### src/hw/rtl/pim_pkg.sv
// Shared types, widths and register indexes of the perspective inverse mapping unit.
`timescale 1ns / 1ps
`default_nettype none
package pim_pkg;

	localparam int COORD_W  = 12;
	localparam int COEF_W   = 48;
	localparam int NUM_COEF = 8;
	localparam int IDX_W    = 3;
	localparam int OUT_W    = 16;
	localparam int STAT_W   = 2;
	localparam int PROD_W   = COEF_W + COORD_W + 1;
	localparam int SUM_W    = 64;
	localparam int MAG_W    = 62;
	localparam int QMAG_W   = 15;
	localparam int QDEPTH   = 4;

	localparam int DEF_SRC_WIDTH  = 4096;
	localparam int DEF_SRC_HEIGHT = 4096;

	localparam logic [IDX_W-1:0] IDX_M00 = 3'd0;
	localparam logic [IDX_W-1:0] IDX_M01 = 3'd1;
	localparam logic [IDX_W-1:0] IDX_M02 = 3'd2;
	localparam logic [IDX_W-1:0] IDX_M10 = 3'd3;
	localparam logic [IDX_W-1:0] IDX_M11 = 3'd4;
	localparam logic [IDX_W-1:0] IDX_M12 = 3'd5;
	localparam logic [IDX_W-1:0] IDX_M20 = 3'd6;
	localparam logic [IDX_W-1:0] IDX_M21 = 3'd7;

	localparam logic [COEF_W-1:0] COEF_ONE  = 48'h0001_0000_0000;
	localparam logic [SUM_W-1:0]  DEN_ONE   = 64'h0000_0001_0000_0000;

	localparam logic [STAT_W-1:0] ST_INSIDE  = 2'd0;
	localparam logic [STAT_W-1:0] ST_OUTSIDE = 2'd1;
	localparam logic [STAT_W-1:0] ST_DENZERO = 2'd2;

	typedef logic [NUM_COEF-1:0][COEF_W-1:0] coef_arr_t;

	// Identity homography: m11 and m00 are 1.0, everything else is zero.
	localparam coef_arr_t COEF_RESET = {{(3*COEF_W){1'b0}}, COEF_ONE,
		{(3*COEF_W){1'b0}}, COEF_ONE};

	// One classified item: magnitudes and signs of the two numerators and the denominator.
	typedef struct packed {
		logic             neg_x;
		logic             neg_y;
		logic             den_zero;
		logic [MAG_W-1:0] mag_nx;
		logic [MAG_W-1:0] mag_ny;
		logic [MAG_W-1:0] mag_d;
	} cls_item_t;

	// Queue handshake between front and back.
	typedef struct packed {
		logic push;
		logic pop;
		logic empty;
	} q_ctrl_t;

endpackage
`default_nettype wire

### src/hw/rtl/pim_queue.sv
// Small FIFO that decouples the front end from the divider back end.
`timescale 1ns / 1ps
`default_nettype none
module pim_queue
	import pim_pkg::*;
(
	input  wire logic      clk,
	input  wire logic      arst_n,
	input  wire logic      push,
	input  wire cls_item_t push_item,
	input  wire logic      pop,
	output logic           empty,
	output logic           full,
	output cls_item_t      head
);

	localparam int PTR_W = $clog2(QDEPTH);
	localparam int CNT_W = $clog2(QDEPTH + 1);

	cls_item_t        mem_q [QDEPTH];
	logic [PTR_W-1:0] wp_q, rp_q;
	logic [CNT_W-1:0] cnt_q;

	assign empty = (cnt_q == '0);
	assign full  = (cnt_q == CNT_W'(QDEPTH));
	assign head  = mem_q[rp_q];

	always_ff @(posedge clk or negedge arst_n) begin
		if (!arst_n) begin
			wp_q  <= '0;
			rp_q  <= '0;
			cnt_q <= '0;
		end else begin
			if (push) wp_q <= wp_q + 1'b1;
			if (pop)  rp_q <= rp_q + 1'b1;
			cnt_q <= cnt_q + CNT_W'(push) - CNT_W'(pop);
		end
	end

	always_ff @(posedge clk) begin
		if (push) mem_q[wp_q] <= push_item;
	end

endmodule
`default_nettype wire

### config.mk
export PLATFORM = sky130hd
export DESIGN_NAME = pim_queue
export DESIGN_NICKNAME = d
export VERILOG_FILES = /design/src/hw/rtl/pim_pkg.sv /design/src/hw/rtl/pim_queue.sv
export SDC_FILE = /design/constraint.sdc
export NUM_CORES = 1
export LEC_CHECK = 0
export BUFFER_PORTS_ARGS = -buffer_cell sky130_fd_sc_hd__buf_2
export CORE_ASPECT_RATIO = 1.5
export CORE_MARGIN = 1.5
export CORE_UTILIZATION = 45
export CTS_CLUSTER_DIAMETER = 200
export CTS_CLUSTER_SIZE = 40
export DETAILED_ROUTE_END_ITERATION = 8
export PLACE_DENSITY = 0.72
export SYNTH_ARGS = -nofsm -noshare
export SYNTH_HDL_FRONTEND = slang
export SYNTH_SLANG_ARGS = --single-unit
### constraint.sdc
create_clock -name clk -period 6.3 [get_ports clk]
set_input_delay 1.26 -clock clk [delete_from_list [all_inputs] [get_ports clk]]
set_output_delay 1.26 -clock clk [all_outputs]
set_load 0.05 [all_outputs]
==> key figures <==
Timing
  – Final Hold Fails: 0
  – Max-slew violations: 0
  – Fin crit period: 4.24 ns
  – Endpoints failing setup: 0
  – Tightest Pin Transition: roughly 0.93 ns
  – Hold WS: between 0.4 and 0.5 ns
  – Setup TNS Final: 0 ns
  – FMAX: between 200 and 250 MHz
  – Final Cycle Share: 0.673
  – Max-slew headroom: 0.379
  – Final Skew: between 0.05 and 0.06 ns
  – RSZ-0062 raised after global routing: false

Detailed routing
  – Via count: about 12000
  – DR pass1 iterations: 4
  – Initial DRC Count: 750
  – DR vias/cell: ~5.4
  – WL per Instance: 23.7 µm
  – Number of remaining DRC errors: 0
  – Total Wirelength: around 52000 µm
  – DRT antenna net count: 0

Power
  – Power per cell area: 505 nW/µm²
  – Cell leakage power: approximately 0.010 µW
  – Worst vdd ir: between 0.4 and 0.5 mV
  – Internal cell power: roughly 9000 µW
  – Switching fraction of total power: 0.411
  – Part of the power in combinational logic: 0.429
  – Clk pwr share: 0.129
  – Net switching power: 6460 µW
  – Part of the power in registers: 0.442

Setup path
  – CP Class: reg2out
  – Worst Path Arrival: 2.98 ns
  – Worst path required time: approximately 5.0 ns
  – R2R depth: 4
  – RR Startpoint: wp_q[1]
  – Worst Path Max Fanout: 35
  – Critical path capture point type: primary output
  – R2r endpoint: mem_q[1][75]
  – Reg2reg setup slack: ~4 ns
  – Worst Setup SP: rp_q[0]
  – CP startpoint kind: register

Clocking
  – Clock Latency Late Sink: between 0.5 and 0.6 ns
  – Post-CTS Setup Bufs: 0
  – Reg clk slew, reported paths: about 0.14 ns
  – Clk buf depth: 3
  – Post-CTS Resized: 0
  – CTS buffer count: 23
  – Clk root buf: clkbuf_16
  – Hold-fix buffers, CTS: 0
  – Clock Sinks: ~760
  – CTS H-Tree Depth: 1
  – CTS tree: done

Synthesis
  – Distinct cells, synth: 15
  – Number of synthesized flops with an enable pin: approximately 760
  – Post-synthesis sequential area ratio: 0.826
  – Post-Syn Nets: 1221
  – Largest cells by area after synthesis: edfxtp_1 82%, mux4_2 15%, buf_6 0.85%
  – Top-count cell post-synth: edfxtp_1
  – Largest area contributor in the netlist: edfxtp_1
  – Post-synthesis async set-or-reset flop share: 0.00917
  – Warnings from Yosys: 0
  – Top FF cell, synth: edfxtp_1
  – Synthesized area per cell: between 20 and 30 µm²
  – Top cells by count, synth: 756 x edfxtp_1, 189 x mux4_2, 21 x buf_2, 21 x buf_6, 7 x dfrtp_1
  – FF+latch count, synth: 763
  – Post-Syn Instances: a little over 1000
  – Synth top area share: 0.820
  – Post-synthesis cell area: 27700 µm²

Die
  – Die W: 206 µm
  – Standard-cell rows: 111
  – Chip height: 307 µm
  – Initial Util: 0.454
  – Die footprint: 63100 µm²
  – Core Area: roughly 60000 µm²
  – # IOs: about 380

Placement
  – Dpl hpwl: 32800 µm
  – I/O Buffers: roughly 380
  – RD Place Congestion: 0.747

GRT
  – Total track usage: 0.165
  – Pin count of the biggest net entering global routing: 83
  – Number of global-route vias before repair: 12662
  – Initial antenna violation count: 13
  – Global-route wire length before repair: 78000 µm
  – GRT overflow: 0

Layout
  – Fillers: approximately 4700
  – Area grow syn2layout: 12.5%
  – Proportion of layout cells with a drive suffix above 1: 0.439
  – Final net count: 1605
  – Share of the core filled with cells: 0.511

Worst hold path
  – Hold Crit Class: in2async

Run status
  – Status: complete, no violations

Job
  – Max-cap viol count: 0
[placed cells by master (no fill, tap or decap), drive strengths merged]
cell and count:
and2 4, and3 1, buf 401, clkbuf 31, clkinv 1, dfrtp 7, diode 5, edfxtp 756
fa 1, ha 6, inv 6, mux4 189, nand2 2, nor3 1, o21ai 1, xnor2 3
xor2 2
[power groups by stage]
stage	Combinational, µW	Sequential, µW	Clock (µW)
after CTS	6880	6980	2110
after global placement	6840	7030	0
after floorplan	5480	7050	0
final	6750	6950	2030
after detailed placement	6860	7100	0
after global routing	7070	7050	2250
[worst max-delay path: stages, from the launching register on]
cell     delay (ns)
dfrtp_4        0.94
buf_4          0.58
mux4_2         0.58
buf_2          0.23
[routing by layer]
metal,vias up,wire [µm],global-route usage
met5,-,97,0
met4,16,1490,0.0518
met3,72,3460,0.0384
met2,341,27400,0.288
met1,6256,19800,0.203
li1,5145,-,-
[area by class of cell]
| cell class | instances | area, µm² | area share |
|---|---|---|---|
| flip-flops and latches | 763 | 22900 | 0.735 |
| multi-input cells | 210 | 4450 | 0.143 |
| repair buffers | 401 | 2150 | 0.0691 |
| well taps | 791 | 990 | 0.0318 |
| clock buffers | 31 | 606 | 0.0194 |
| clock inverters | 1 | 30.0 | 0.000964 |
| inverters | 6 | 22.5 | 0.000723 |
| diodes | 5 | 12.5 | 0.000402 |
[cells by family after synthesis]
| kind of cell | share of synthesized area |
|---|---|
| compound gates | 0.000181 |
| xor+xnor | 0.00158 |
| fa+ha+maj | 0.00343 |
| buf+inv | 0.0132 |
| flops | 0.826 |
| mux | 0.154 |
| simple gates | 0.00158 |
[worst max-delay path by stage]
stage | end | slack, ns | depth (start not counted)
floorplan | mem_q[0][0] | 0.18 | 1
global placement | head[66] | 2.59 | 3
detailed placement | head[77] | 2.58 | 3
CTS | head[77] | 1.90 | 3
global route | head[77] | 1.82 | 3
finish | head[77] | 2.06 | 3
[sequential cells by signal, summed over array words and instances, names as in the netlist]
name   cells
mem_q    756
wp_q       2
cnt_q      3
rp_q       2
[stage by stage]
stage / setup slack (ns) / power, µW / cells / instance area, µm²
2_1_floorplan: 0.176 / 12500 / 1021 / 27700
3_5_place_dp: 2.58 / 14000 / 2171 / 30500
6_report: 2.06 / 15700 / 2208 / 31200
4_1_cts: 1.90 / 16000 / 2203 / 31100
3_3_place_gp: 2.59 / 13900 / 2171 / 30500
5_1_grt: 1.82 / 16400 / 2207 / 31100
No activity file was read; power rests on OpenSTA's default activity.
